`config.mk`:
```
export PLATFORM = sky130hd
export DESIGN_NAME = chassis_current_power_limiter
export DESIGN_NICKNAME = d
export VERILOG_FILES = /design/src/clp_pkg.sv /design/src/clp_ram.sv /design/src/clp_div.sv /design/src/chassis_current_power_limiter.sv
export SDC_FILE = /design/constraint.sdc
export NUM_CORES = 2
export LEC_CHECK = 0
export BUFFER_PORTS_ARGS = -buffer_cell sky130_fd_sc_hd__buf_2
export CAP_MARGIN = 20
export CORE_UTILIZATION = 42
export DETAILED_ROUTE_END_ITERATION = 16
export HOLD_SLACK_MARGIN = 0.03
export PLACE_DENSITY = 0.66
export RECOVER_POWER = 25
export REMOVE_ABC_BUFFERS = 1
export SLEW_MARGIN = 20
export SYNTH_ARGS = -nofsm -noshare
export SYNTH_HDL_FRONTEND = slang
export SYNTH_HIERARCHICAL = 1
export SYNTH_SLANG_ARGS = --single-unit
```
`constraint.sdc`:
```
create_clock -name clk -period 19.2 [get_ports clk]
set_clock_uncertainty 0.1 [all_clocks]
set_input_delay 3.84 -clock clk [delete_from_list [all_inputs] [get_ports clk]]
set_output_delay 3.84 -clock clk [all_outputs]
set_load 0.01 [all_outputs]
```
`src/clp_pkg.sv`:
```
// Shared types, constants and helpers of the chassis current power limiter
package clp_pkg;

  localparam int WHEEL_COUNT_DEF = 4;
  localparam int NUM_MOTORS      = 8;
  localparam int IDX_W           = 3;
  localparam int SET_W           = 16;
  localparam int MAG_W           = 17;
  localparam int LIM_W           = 17;
  localparam int BUF_W           = 12;
  localparam int WSUM_W          = 18;
  localparam int MSUM_W          = 16;
  localparam int THR_W           = 18;
  localparam int DVD_W           = 34;
  localparam int DVS_W           = 18;
  localparam int CFG_IDX_W       = 3;
  localparam int CFG_DATA_W      = 18;
  localparam int S_TDATA_W       = 56;
  localparam int M_TDATA_W       = 24;
  localparam int M_TUSER_W       = 2;

  localparam logic [1:0] MODE_OFFLINE  = 2'd0;
  localparam logic [1:0] MODE_ENGINEER = 2'd1;
  localparam logic [1:0] MODE_OTHER    = 2'd2;

  localparam logic KIND_REFEREE = 1'b0;
  localparam logic KIND_MOTOR   = 1'b1;

  localparam logic [CFG_IDX_W-1:0] CFG_OFFLINE_LIMIT  = 3'd0;
  localparam logic [CFG_IDX_W-1:0] CFG_ENGINEER_LIMIT = 3'd1;
  localparam logic [CFG_IDX_W-1:0] CFG_BUFFER_LIMIT   = 3'd2;
  localparam logic [CFG_IDX_W-1:0] CFG_POWER_LIMIT    = 3'd3;
  localparam logic [CFG_IDX_W-1:0] CFG_WARNING_BUFFER = 3'd4;
  localparam logic [CFG_IDX_W-1:0] CFG_MIN_BUFFER     = 3'd5;
  localparam logic [CFG_IDX_W-1:0] CFG_OVERLOAD_THR   = 3'd6;

  localparam logic [LIM_W-1:0]  RST_OFFLINE_LIMIT  = 17'd8000;
  localparam logic [LIM_W-1:0]  RST_ENGINEER_LIMIT = 17'd64000;
  localparam logic [LIM_W-1:0]  RST_BUFFER_LIMIT   = 17'd16000;
  localparam logic [LIM_W-1:0]  RST_POWER_LIMIT    = 17'd20000;
  localparam logic [BUF_W-1:0]  RST_WARNING_BUFFER = 12'd960;
  localparam logic [BUF_W-1:0]  RST_MIN_BUFFER     = 12'd80;
  localparam logic [THR_W-1:0]  RST_OVERLOAD_THR   = 18'd3072;

  localparam logic [LIM_W-1:0]  LIM_MAX  = '1;
  localparam logic [WSUM_W-1:0] WSUM_MAX = '1;
  localparam logic [MSUM_W-1:0] MSUM_MAX = '1;

  typedef enum logic [3:0] {
    ST_IDLE,
    ST_LIMIT,
    ST_MUL,
    ST_DIV_GO,
    ST_DIV_WAIT,
    ST_FLAGS,
    ST_RD,
    ST_MAG,
    ST_FIN,
    ST_OUT
  } clp_state_t;

  typedef struct packed {
    logic busy;
    logic done;
  } clp_div_stat_t;

  // magnitude of a signed 16-bit value, -32768 gives 32768
  function automatic logic [MAG_W-1:0] mag16(input logic [SET_W-1:0] x);
    logic [MAG_W-1:0] ext;
    ext = {x[SET_W-1], x};
    return x[SET_W-1] ? (MAG_W'(0) - ext) : ext;
  endfunction

endpackage

```
`src/clp_ram.sv`:
```
// Generic single-write, single-read RAM with registered read data
module clp_ram #(
  parameter int WIDTH = 16,
  parameter int DEPTH = 8
) (
  input  logic                     clk,
  input  logic                     we,
  input  logic [$clog2(DEPTH)-1:0] waddr,
  input  logic [WIDTH-1:0]         wdata,
  input  logic                     re,
  input  logic [$clog2(DEPTH)-1:0] raddr,
  output logic [WIDTH-1:0]         rdata
);

  logic [WIDTH-1:0] mem [DEPTH];

  always_ff @(posedge clk) begin
    if (we) begin
      mem[waddr] <= wdata;
    end
    if (re) begin
      rdata <= mem[raddr];
    end
  end

endmodule

```
`src/clp_div.sv`:
```
// Restoring unsigned divider, one quotient bit per cycle
module clp_div (
  input  logic                         clk,
  input  logic                         rst,
  input  logic                         start,
  input  logic [clp_pkg::DVD_W-1:0]    dividend,
  input  logic [clp_pkg::DVS_W-1:0]    divisor,
  output logic [clp_pkg::DVD_W-1:0]    quotient,
  output clp_pkg::clp_div_stat_t       stat
);

  localparam int CNT_W = $clog2(clp_pkg::DVD_W + 1);

  logic [clp_pkg::DVS_W-1:0] rem;
  logic [clp_pkg::DVS_W-1:0] dvs;
  logic [clp_pkg::DVD_W-1:0] quo;
  logic [CNT_W-1:0]          cnt;
  logic                      busy;
  logic                      done;
  logic [clp_pkg::DVS_W:0]   trial;
  logic                      fits;

  assign trial = {rem, quo[clp_pkg::DVD_W-1]};
  assign fits  = trial >= {1'b0, dvs};

  always_ff @(posedge clk) begin
    if (rst) begin
      busy <= 1'b0;
      done <= 1'b0;
      cnt  <= '0;
    end else begin
      done <= 1'b0;
      if (start && !busy) begin
        busy <= 1'b1;
        cnt  <= CNT_W'(clp_pkg::DVD_W);
      end else if (busy) begin
        cnt <= cnt - CNT_W'(1);
        if (cnt == CNT_W'(1)) begin
          busy <= 1'b0;
          done <= 1'b1;
        end
      end
    end
  end

  always_ff @(posedge clk) begin
    if (start && !busy) begin
      quo <= dividend;
      dvs <= divisor;
      rem <= '0;
    end else if (busy) begin
      rem <= fits ? clp_pkg::DVS_W'(trial - {1'b0, dvs}) : trial[clp_pkg::DVS_W-1:0];
      quo <= {quo[clp_pkg::DVD_W-2:0], fits};
    end
  end

  assign quotient  = quo;
  assign stat.busy = busy;
  assign stat.done = done;

endmodule

```
`src/chassis_current_power_limiter.sv`:
```
// Top level of the chassis current power limiter
//
// Input stream s_*: one transaction per item. s_tuser is the kind (0 referee,
// 1 motor). A referee transaction latches mode and energy buffer. Motor
// transactions store the setpoint in an 8-entry RAM and update the measured
// current sum, and for drive wheels also the wheel sum. The motor transaction with
// s_tlast set closes the set and starts the limiter sequence.
// Sequence: pick the limit; in the other mode with the buffer below the warning
// level, a 17x17 multiply and then the serial divider set it. Then per motor
// read the setpoint and take its magnitude, with a multiply and a divide for each
// drive wheel when the set is scaled, then apply the overload cut and the sign.
// Output stream m_*: eight transactions in index order, the last with m_tlast.
// A full output register waits for m_tready; the sequence stalls behind it.
// s_tready is high only while no set is being sequenced.
// Config: cfg_valid/cfg_ready write channel, always ready; the user must write it only while idle (not enforced).
// Reset (rst, synchronous): registers to their defaults, mode offline, buffer
// and sums zero, output empty. The setpoint RAM is not cleared.
module chassis_current_power_limiter #(
  parameter int WHEEL_COUNT = clp_pkg::WHEEL_COUNT_DEF
) (
  input  logic                              clk,
  input  logic                              rst,
  input  logic                              s_tvalid,
  output logic                              s_tready,
  // referee_mode[1:0], power_buffer[13:2], motor_index[16:14],
  // current_set[32:17], given_current[48:33], zero pad
  input  logic [clp_pkg::S_TDATA_W-1:0]     s_tdata,
  input  logic                              s_tlast,
  // kind
  input  logic                              s_tuser,
  output logic                              m_tvalid,
  input  logic                              m_tready,
  // out_index[2:0], limited_set[18:3], zero pad
  output logic [clp_pkg::M_TDATA_W-1:0]     m_tdata,
  output logic                              m_tlast,
  // scaled[0], overload[1]
  output logic [clp_pkg::M_TUSER_W-1:0]     m_tuser,
  input  logic                              cfg_valid,
  output logic                              cfg_ready,
  input  logic [clp_pkg::CFG_IDX_W-1:0]     cfg_index,
  input  logic [clp_pkg::CFG_DATA_W-1:0]    cfg_data
);

  localparam int W_IDX = clp_pkg::IDX_W;

  clp_pkg::clp_state_t state, state_next;

  logic [clp_pkg::LIM_W-1:0]  offline_limit, engineer_limit;
  logic [clp_pkg::LIM_W-1:0]  buffer_current_limit, power_current_limit;
  logic [clp_pkg::BUF_W-1:0]  warning_buffer, min_buffer;
  logic [clp_pkg::THR_W-1:0]  overload_threshold;

  logic [1:0]                  mode_reg;
  logic [clp_pkg::BUF_W-1:0]   buffer_reg;
  logic [clp_pkg::WSUM_W-1:0]  wheel_abs_sum;
  logic [clp_pkg::MSUM_W-1:0]  measured_sum;
  logic [clp_pkg::LIM_W-1:0]   current_limit;

  logic                        lim_phase;
  logic                        scaled;
  logic                        over;
  logic [W_IDX-1:0]            k;
  logic [clp_pkg::MAG_W-1:0]   mag;
  logic                        neg;
  logic [2*clp_pkg::MAG_W-1:0] prod;
  logic [clp_pkg::SET_W-1:0]   res;

  logic [1:0]                  in_mode;
  logic [clp_pkg::BUF_W-1:0]   in_buffer;
  logic [W_IDX-1:0]            in_index;
  logic [clp_pkg::SET_W-1:0]   in_set;
  logic [clp_pkg::SET_W-1:0]   in_meas;

  logic                        s_acc;
  logic                        motor_acc;
  logic                        out_free;
  logic                        out_load;
  logic                        ram_re;
  logic                        div_start;
  logic [clp_pkg::SET_W-1:0]   ram_rdata;
  logic [clp_pkg::DVD_W-1:0]   div_q;
  clp_pkg::clp_div_stat_t      div_stat;

  logic                        in_wheel;
  logic                        k_wheel;
  logic                        low_buffer;
  logic [clp_pkg::BUF_W-1:0]   eff_buffer;
  logic [clp_pkg::LIM_W:0]     healthy_sum;
  logic [clp_pkg::LIM_W-1:0]   direct_limit;
  logic [clp_pkg::MAG_W-1:0]   mul_a, mul_b;
  logic [clp_pkg::DVS_W-1:0]   div_divisor;
  logic [clp_pkg::WSUM_W:0]    wsum_add;
  logic [clp_pkg::MSUM_W:0]    msum_add;
  logic [clp_pkg::MAG_W-1:0]   in_set_mag, in_meas_mag;
  logic [clp_pkg::MAG_W-1:0]   cut_mag;
  logic [clp_pkg::MAG_W-1:0]   signed_mag;

  assign in_mode   = s_tdata[1:0];
  assign in_buffer = s_tdata[13:2];
  assign in_index  = s_tdata[16:14];
  assign in_set    = s_tdata[32:17];
  assign in_meas   = s_tdata[48:33];

  assign s_acc     = s_tvalid && s_tready;
  assign motor_acc = s_acc && (s_tuser == clp_pkg::KIND_MOTOR);
  assign out_free  = !m_tvalid || m_tready;
  assign cfg_ready = 1'b1;

  assign in_wheel = {1'b0, in_index} < (W_IDX + 1)'(WHEEL_COUNT);
  assign k_wheel  = {1'b0, k} < (W_IDX + 1)'(WHEEL_COUNT);

  // configuration registers
  always_ff @(posedge clk) begin
    if (rst) begin
      offline_limit        <= clp_pkg::RST_OFFLINE_LIMIT;
      engineer_limit       <= clp_pkg::RST_ENGINEER_LIMIT;
      buffer_current_limit <= clp_pkg::RST_BUFFER_LIMIT;
      power_current_limit  <= clp_pkg::RST_POWER_LIMIT;
      warning_buffer       <= clp_pkg::RST_WARNING_BUFFER;
      min_buffer           <= clp_pkg::RST_MIN_BUFFER;
      overload_threshold   <= clp_pkg::RST_OVERLOAD_THR;
    end else if (cfg_valid && cfg_ready) begin
      case (cfg_index)
        clp_pkg::CFG_OFFLINE_LIMIT:  offline_limit        <= cfg_data[clp_pkg::LIM_W-1:0];
        clp_pkg::CFG_ENGINEER_LIMIT: engineer_limit       <= cfg_data[clp_pkg::LIM_W-1:0];
        clp_pkg::CFG_BUFFER_LIMIT:   buffer_current_limit <= cfg_data[clp_pkg::LIM_W-1:0];
        clp_pkg::CFG_POWER_LIMIT:    power_current_limit  <= cfg_data[clp_pkg::LIM_W-1:0];
        clp_pkg::CFG_WARNING_BUFFER: warning_buffer       <= cfg_data[clp_pkg::BUF_W-1:0];
        clp_pkg::CFG_MIN_BUFFER:     min_buffer           <= cfg_data[clp_pkg::BUF_W-1:0];
        clp_pkg::CFG_OVERLOAD_THR:   overload_threshold   <= cfg_data;
        default: ;
      endcase
    end
  end

  // limit selection
  assign low_buffer  = (mode_reg == clp_pkg::MODE_OTHER) && (buffer_reg < warning_buffer);
  assign eff_buffer  = (buffer_reg > min_buffer) ? buffer_reg : min_buffer;
  assign healthy_sum = {1'b0, buffer_current_limit} + {1'b0, power_current_limit};

  always_comb begin
    case (mode_reg)
      clp_pkg::MODE_ENGINEER: direct_limit = engineer_limit;
      clp_pkg::MODE_OTHER:
        direct_limit = healthy_sum[clp_pkg::LIM_W] ? clp_pkg::LIM_MAX
                                                   : healthy_sum[clp_pkg::LIM_W-1:0];
      default: direct_limit = offline_limit;
    endcase
  end

  // accumulation on motor transactions
  assign in_set_mag  = clp_pkg::mag16(in_set);
  assign in_meas_mag = clp_pkg::mag16(in_meas);
  assign wsum_add    = {1'b0, wheel_abs_sum} + (clp_pkg::WSUM_W + 1)'(in_set_mag);
  assign msum_add    = {1'b0, measured_sum} + (clp_pkg::MSUM_W + 1)'(in_meas_mag >> 3);

  // shared multiplier and divider operands
  assign mul_a       = lim_phase ? buffer_current_limit : mag;
  assign mul_b       = lim_phase ? clp_pkg::MAG_W'(eff_buffer) : current_limit;
  assign div_divisor = lim_phase ? clp_pkg::DVS_W'(warning_buffer) : wheel_abs_sum;

  // overload cut and sign
  always_comb begin
    if (over) begin
      cut_mag = k_wheel ? (mag >> 3) : (mag >> 1);
    end else begin
      cut_mag = mag;
    end
    signed_mag = neg ? (clp_pkg::MAG_W'(0) - cut_mag) : cut_mag;
  end

  // next state
  always_comb begin
    state_next = state;
    case (state)
      clp_pkg::ST_IDLE: begin
        if (motor_acc && s_tlast) begin
          state_next = clp_pkg::ST_LIMIT;
        end
      end
      clp_pkg::ST_LIMIT:    state_next = low_buffer ? clp_pkg::ST_MUL : clp_pkg::ST_FLAGS;
      clp_pkg::ST_MUL:      state_next = clp_pkg::ST_DIV_GO;
      clp_pkg::ST_DIV_GO:   state_next = clp_pkg::ST_DIV_WAIT;
      clp_pkg::ST_DIV_WAIT: begin
        if (div_stat.done) begin
          state_next = lim_phase ? clp_pkg::ST_FLAGS : clp_pkg::ST_FIN;
        end
      end
      clp_pkg::ST_FLAGS:    state_next = clp_pkg::ST_RD;
      clp_pkg::ST_RD:       state_next = clp_pkg::ST_MAG;
      clp_pkg::ST_MAG:      state_next = (k_wheel && scaled) ? clp_pkg::ST_MUL : clp_pkg::ST_FIN;
      clp_pkg::ST_FIN:      state_next = clp_pkg::ST_OUT;
      clp_pkg::ST_OUT: begin
        if (out_free) begin
          state_next = (k == W_IDX'(clp_pkg::NUM_MOTORS - 1)) ? clp_pkg::ST_IDLE
                                                              : clp_pkg::ST_RD;
        end
      end
      default: state_next = clp_pkg::ST_IDLE;
    endcase
  end

  // state outputs
  always_comb begin
    s_tready  = (state == clp_pkg::ST_IDLE);
    ram_re    = (state == clp_pkg::ST_RD);
    div_start = (state == clp_pkg::ST_DIV_GO);
    out_load  = (state == clp_pkg::ST_OUT) && out_free;
  end

  always_ff @(posedge clk) begin
    if (rst) begin
      state <= clp_pkg::ST_IDLE;
    end else begin
      state <= state_next;
    end
  end

  // control and latched state
  always_ff @(posedge clk) begin
    if (rst) begin
      mode_reg      <= clp_pkg::MODE_OFFLINE;
      buffer_reg    <= '0;
      wheel_abs_sum <= '0;
      measured_sum  <= '0;
      current_limit <= '0;
      lim_phase     <= 1'b0;
      k             <= '0;
      m_tvalid      <= 1'b0;
    end else begin
      if (s_acc && (s_tuser == clp_pkg::KIND_REFEREE)) begin
        mode_reg   <= in_mode;
        buffer_reg <= in_buffer;
      end
      if (motor_acc) begin
        if (in_wheel) begin
          wheel_abs_sum <= wsum_add[clp_pkg::WSUM_W] ? clp_pkg::WSUM_MAX
                                                     : wsum_add[clp_pkg::WSUM_W-1:0];
        end
        measured_sum <= msum_add[clp_pkg::MSUM_W] ? clp_pkg::MSUM_MAX
                                                  : msum_add[clp_pkg::MSUM_W-1:0];
      end
      if (state == clp_pkg::ST_LIMIT) begin
        lim_phase <= low_buffer;
        if (!low_buffer) begin
          current_limit <= direct_limit;
        end
      end
      if ((state == clp_pkg::ST_DIV_WAIT) && div_stat.done && lim_phase) begin
        current_limit <= (div_q[clp_pkg::DVD_W-1:clp_pkg::LIM_W] != '0)
                         ? clp_pkg::LIM_MAX : div_q[clp_pkg::LIM_W-1:0];
      end
      if (state == clp_pkg::ST_FLAGS) begin
        lim_phase <= 1'b0;
        k         <= '0;
      end
      if (out_load) begin
        m_tvalid <= 1'b1;
        k        <= k + W_IDX'(1);
        if (k == W_IDX'(clp_pkg::NUM_MOTORS - 1)) begin
          wheel_abs_sum <= '0;
          measured_sum  <= '0;
        end
      end else if (m_tready) begin
        m_tvalid <= 1'b0;
      end
    end
  end

  // datapath registers
  always_ff @(posedge clk) begin
    if (state == clp_pkg::ST_FLAGS) begin
      scaled <= wheel_abs_sum > {1'b0, current_limit};
      over   <= {2'b00, measured_sum} > overload_threshold;
    end
    if (state == clp_pkg::ST_MAG) begin
      mag <= clp_pkg::mag16(ram_rdata);
      neg <= ram_rdata[clp_pkg::SET_W-1];
    end
    if (state == clp_pkg::ST_MUL) begin
      prod <= mul_a * mul_b;
    end
    if ((state == clp_pkg::ST_DIV_WAIT) && div_stat.done && !lim_phase) begin
      mag <= div_q[clp_pkg::MAG_W-1:0];
    end
    if (state == clp_pkg::ST_FIN) begin
      res <= signed_mag[clp_pkg::SET_W-1:0];
    end
    if (out_load) begin
      m_tdata <= {5'b00000, res, k};
      m_tuser <= {over, scaled};
      m_tlast <= (k == W_IDX'(clp_pkg::NUM_MOTORS - 1));
    end
  end

  // setpoint store: writes only while idle, reads only while sequencing
  clp_ram #(
    .WIDTH (clp_pkg::SET_W),
    .DEPTH (clp_pkg::NUM_MOTORS)
  ) u_clp_ram (
    .clk   (clk),
    .we    (motor_acc),
    .waddr (in_index),
    .wdata (in_set),
    .re    (ram_re),
    .raddr (k),
    .rdata (ram_rdata)
  );

  clp_div u_clp_div (
    .clk      (clk),
    .rst      (rst),
    .start    (div_start),
    .dividend (prod),
    .divisor  (div_divisor),
    .quotient (div_q),
    .stat     (div_stat)
  );

endmodule

```
==> impl_metrics.tcl <==
set metrics [dict create \
    status "complete, but fails checks" \
    violations "capacitance limit, slew limit" \
    clk_latency_ps 630 \
    r2r_slack_ps 9710 \
    via_per_inst 5.51 \
    vias 26000 \
    avgSynthCellArea_um2 9.82 \
    grt_pass1_vias 25200 \
    fin_nets 4159 \
    slew_headroom -0.436 \
    drtPass1Iterations 5 \
    r2r_start "buffer_reg[9]" \
    start_util 0.425 \
    rr_endpoint "prod[23]" \
    syn-instance-count 3563 \
    ant_nets 0 \
    synth_area_um2 35000 \
    crit_path_end_kind "flip-flop" \
    drtIter0Drc 2094 \
    arrival_ps 9730 \
    port_buffers 100 \
    worst_slack_ps 9710 \
    ctsHtreeMaxLevel 2 \
    cts_resized 0 \
    coreArea_um2 82200 \
    maxCapViolCount 4 \
    multiInputGateArea_um2 19900 \
    clkTransAtPathRegs_ps 70 \
    path_class "reg2reg" \
    largest_register_ffs 128 \
    seqCellArea_um2 12900 \
    hold_buffers 0 \
    tightestPinTransition_ps 2150 \
    final.setup.tns_ps 0 \
    hold_path_class "reg2reg" \
    setup-violations-final 0 \
    fill_cells 7611 \
    grt_max_degree 77 \
    grt_antenna_before_repair 2 \
    min_period_ps 9490 \
    whs_endpoint "m_tdata[17]" \
    ctsLongestPathBuffers 3 \
    die_area_um2 84500 \
    top_register "u_clp_ram/mem" \
    yosys_warnings 6 \
    clockRootBuffer "clkbuf_16" \
    crit_fanout 12 \
    rr_worst_depth 26 \
    worstHoldPathCells 0 \
    min_from "res[14]" \
    grt_first_pass_wirelength_mm 143 \
    die_y_um 291 \
    cts_setup_buffers 0 \
    num_antenna_cells 0 \
    pre_cts_slack_ps 9840 \
    wl_mm 91.2 \
    period_share 0.494 \
    drc_errors 0 \
    clock-sinks 498 \
    track_usage 0.214 \
    hpwlAfterDp_mm 69.0 \
    ios 114 \
    drt-wirelength-per-cell_um 19.3 \
    numCtsBuffers 52 \
    finalHoldViolations 0 \
    area_delta_synth_final_pct 9.81 \
    gp_congestion 0.937 \
    slew_violations 145 \
    die_w_um 291 \
    fmax_ghz 0.105 \
    core.rowCount 105 \
    cts_tree "yes" \
    startpoint_type "flip-flop" \
    drive_above_1_share 0.0988 \
    cp.required_ps 19450 \
    grt-ovfl-total 0 \
    rsz0062_at_grt "false" \
]
[worst max-delay path, stage by stage, from the launching register on]
cell,delay [ps]
dfxtp_1,430
ha_1,290
a21o_1,180
a21o_1,170
a21oi_1,170
o21ai_0,150
o21ai_1,820
nand2_1,160
a31oi_1,880
nand2_1,210
fa_1,570
fa_1,400
fa_1,390
inv_1,90
fa_1,400
fa_1,500
inv_1,60
fa_1,520
inv_1,40
ha_1,370
a21oi_1,250
nor2_1,80
a211oi_1,420
o21ai_1,290
a2111oi_0,790
nor3b_1,110
or3b_1,370
[how the worst max path moves through the flow]
stage / depth (start not counted) / slack [ps] / endpoint / start
finish: 26 / 9710 / prod[23] / buffer_reg[9]
global route: 26 / 9240 / prod[23] / buffer_reg[9]
CTS: 26 / 9790 / prod[23] / buffer_reg[9]
detailed placement: 27 / 9840 / prod[23] / min_buffer[9]
global placement: 27 / 9860 / prod[23] / min_buffer[9]
floorplan: 20 / 10540 / prod[23] / lim_phase
[metrics by stage]
stage	instances	hold slack [ps]	instance area (um2)	utilization
after CTS	4721	319	38400	0.467
after floorplan	3417	300	34400	-
after detailed placement	4623	305	36500	0.444
after global routing	4722	324	38400	0.467
final	4722	317	38400	0.467
after global placement	4621	301	36500	0.444
[layer usage]
metal  GRT usage  share of wire
met5           0        0.00030
met3      0.0297          0.064
met2       0.343           0.46
met4      0.0758          0.037
met1       0.294           0.44
[cell type report]
cell class | count | share of cell area
clock inverter | 39 | 0.0130
clock buffer | 59 | 0.0361
tap | 1070 | 0.0348
inverter | 429 | 0.0419
timing repair buffer | 137 | 0.0205
multi-input combinational | 2490 | 0.519
sequential | 498 | 0.335
[cells in the final DEF (no fill, tap or decap), types with 17 or more instances in the layout]
master     count
a21o_1        41
xor2_1        44
nand2_1      541
nand3_1       68
buf_2         99
nor2_1       249
mux2i_1       36
edfxtp_1     288
o221a_2       19
xnor2_1       85
ha_1         239
nand4_1       18
nor2b_1       26
nor3_1        37
a211oi_1      19
clkbuf_16     53
fa_1         228
mux2_2        70
nor4_1        17
dfxtp_1      210
mux4_1        28
a31oi_1       29
a21oi_1      212
nand3b_1      28
inv_1        428
nand2b_1      36
buf_4         32
o21ai_0       92
and3_1        52
o21a_1        19
Power is not shown: default switching activity piles up to over one toggle a cycle in this logic, so the estimate is an artifact.
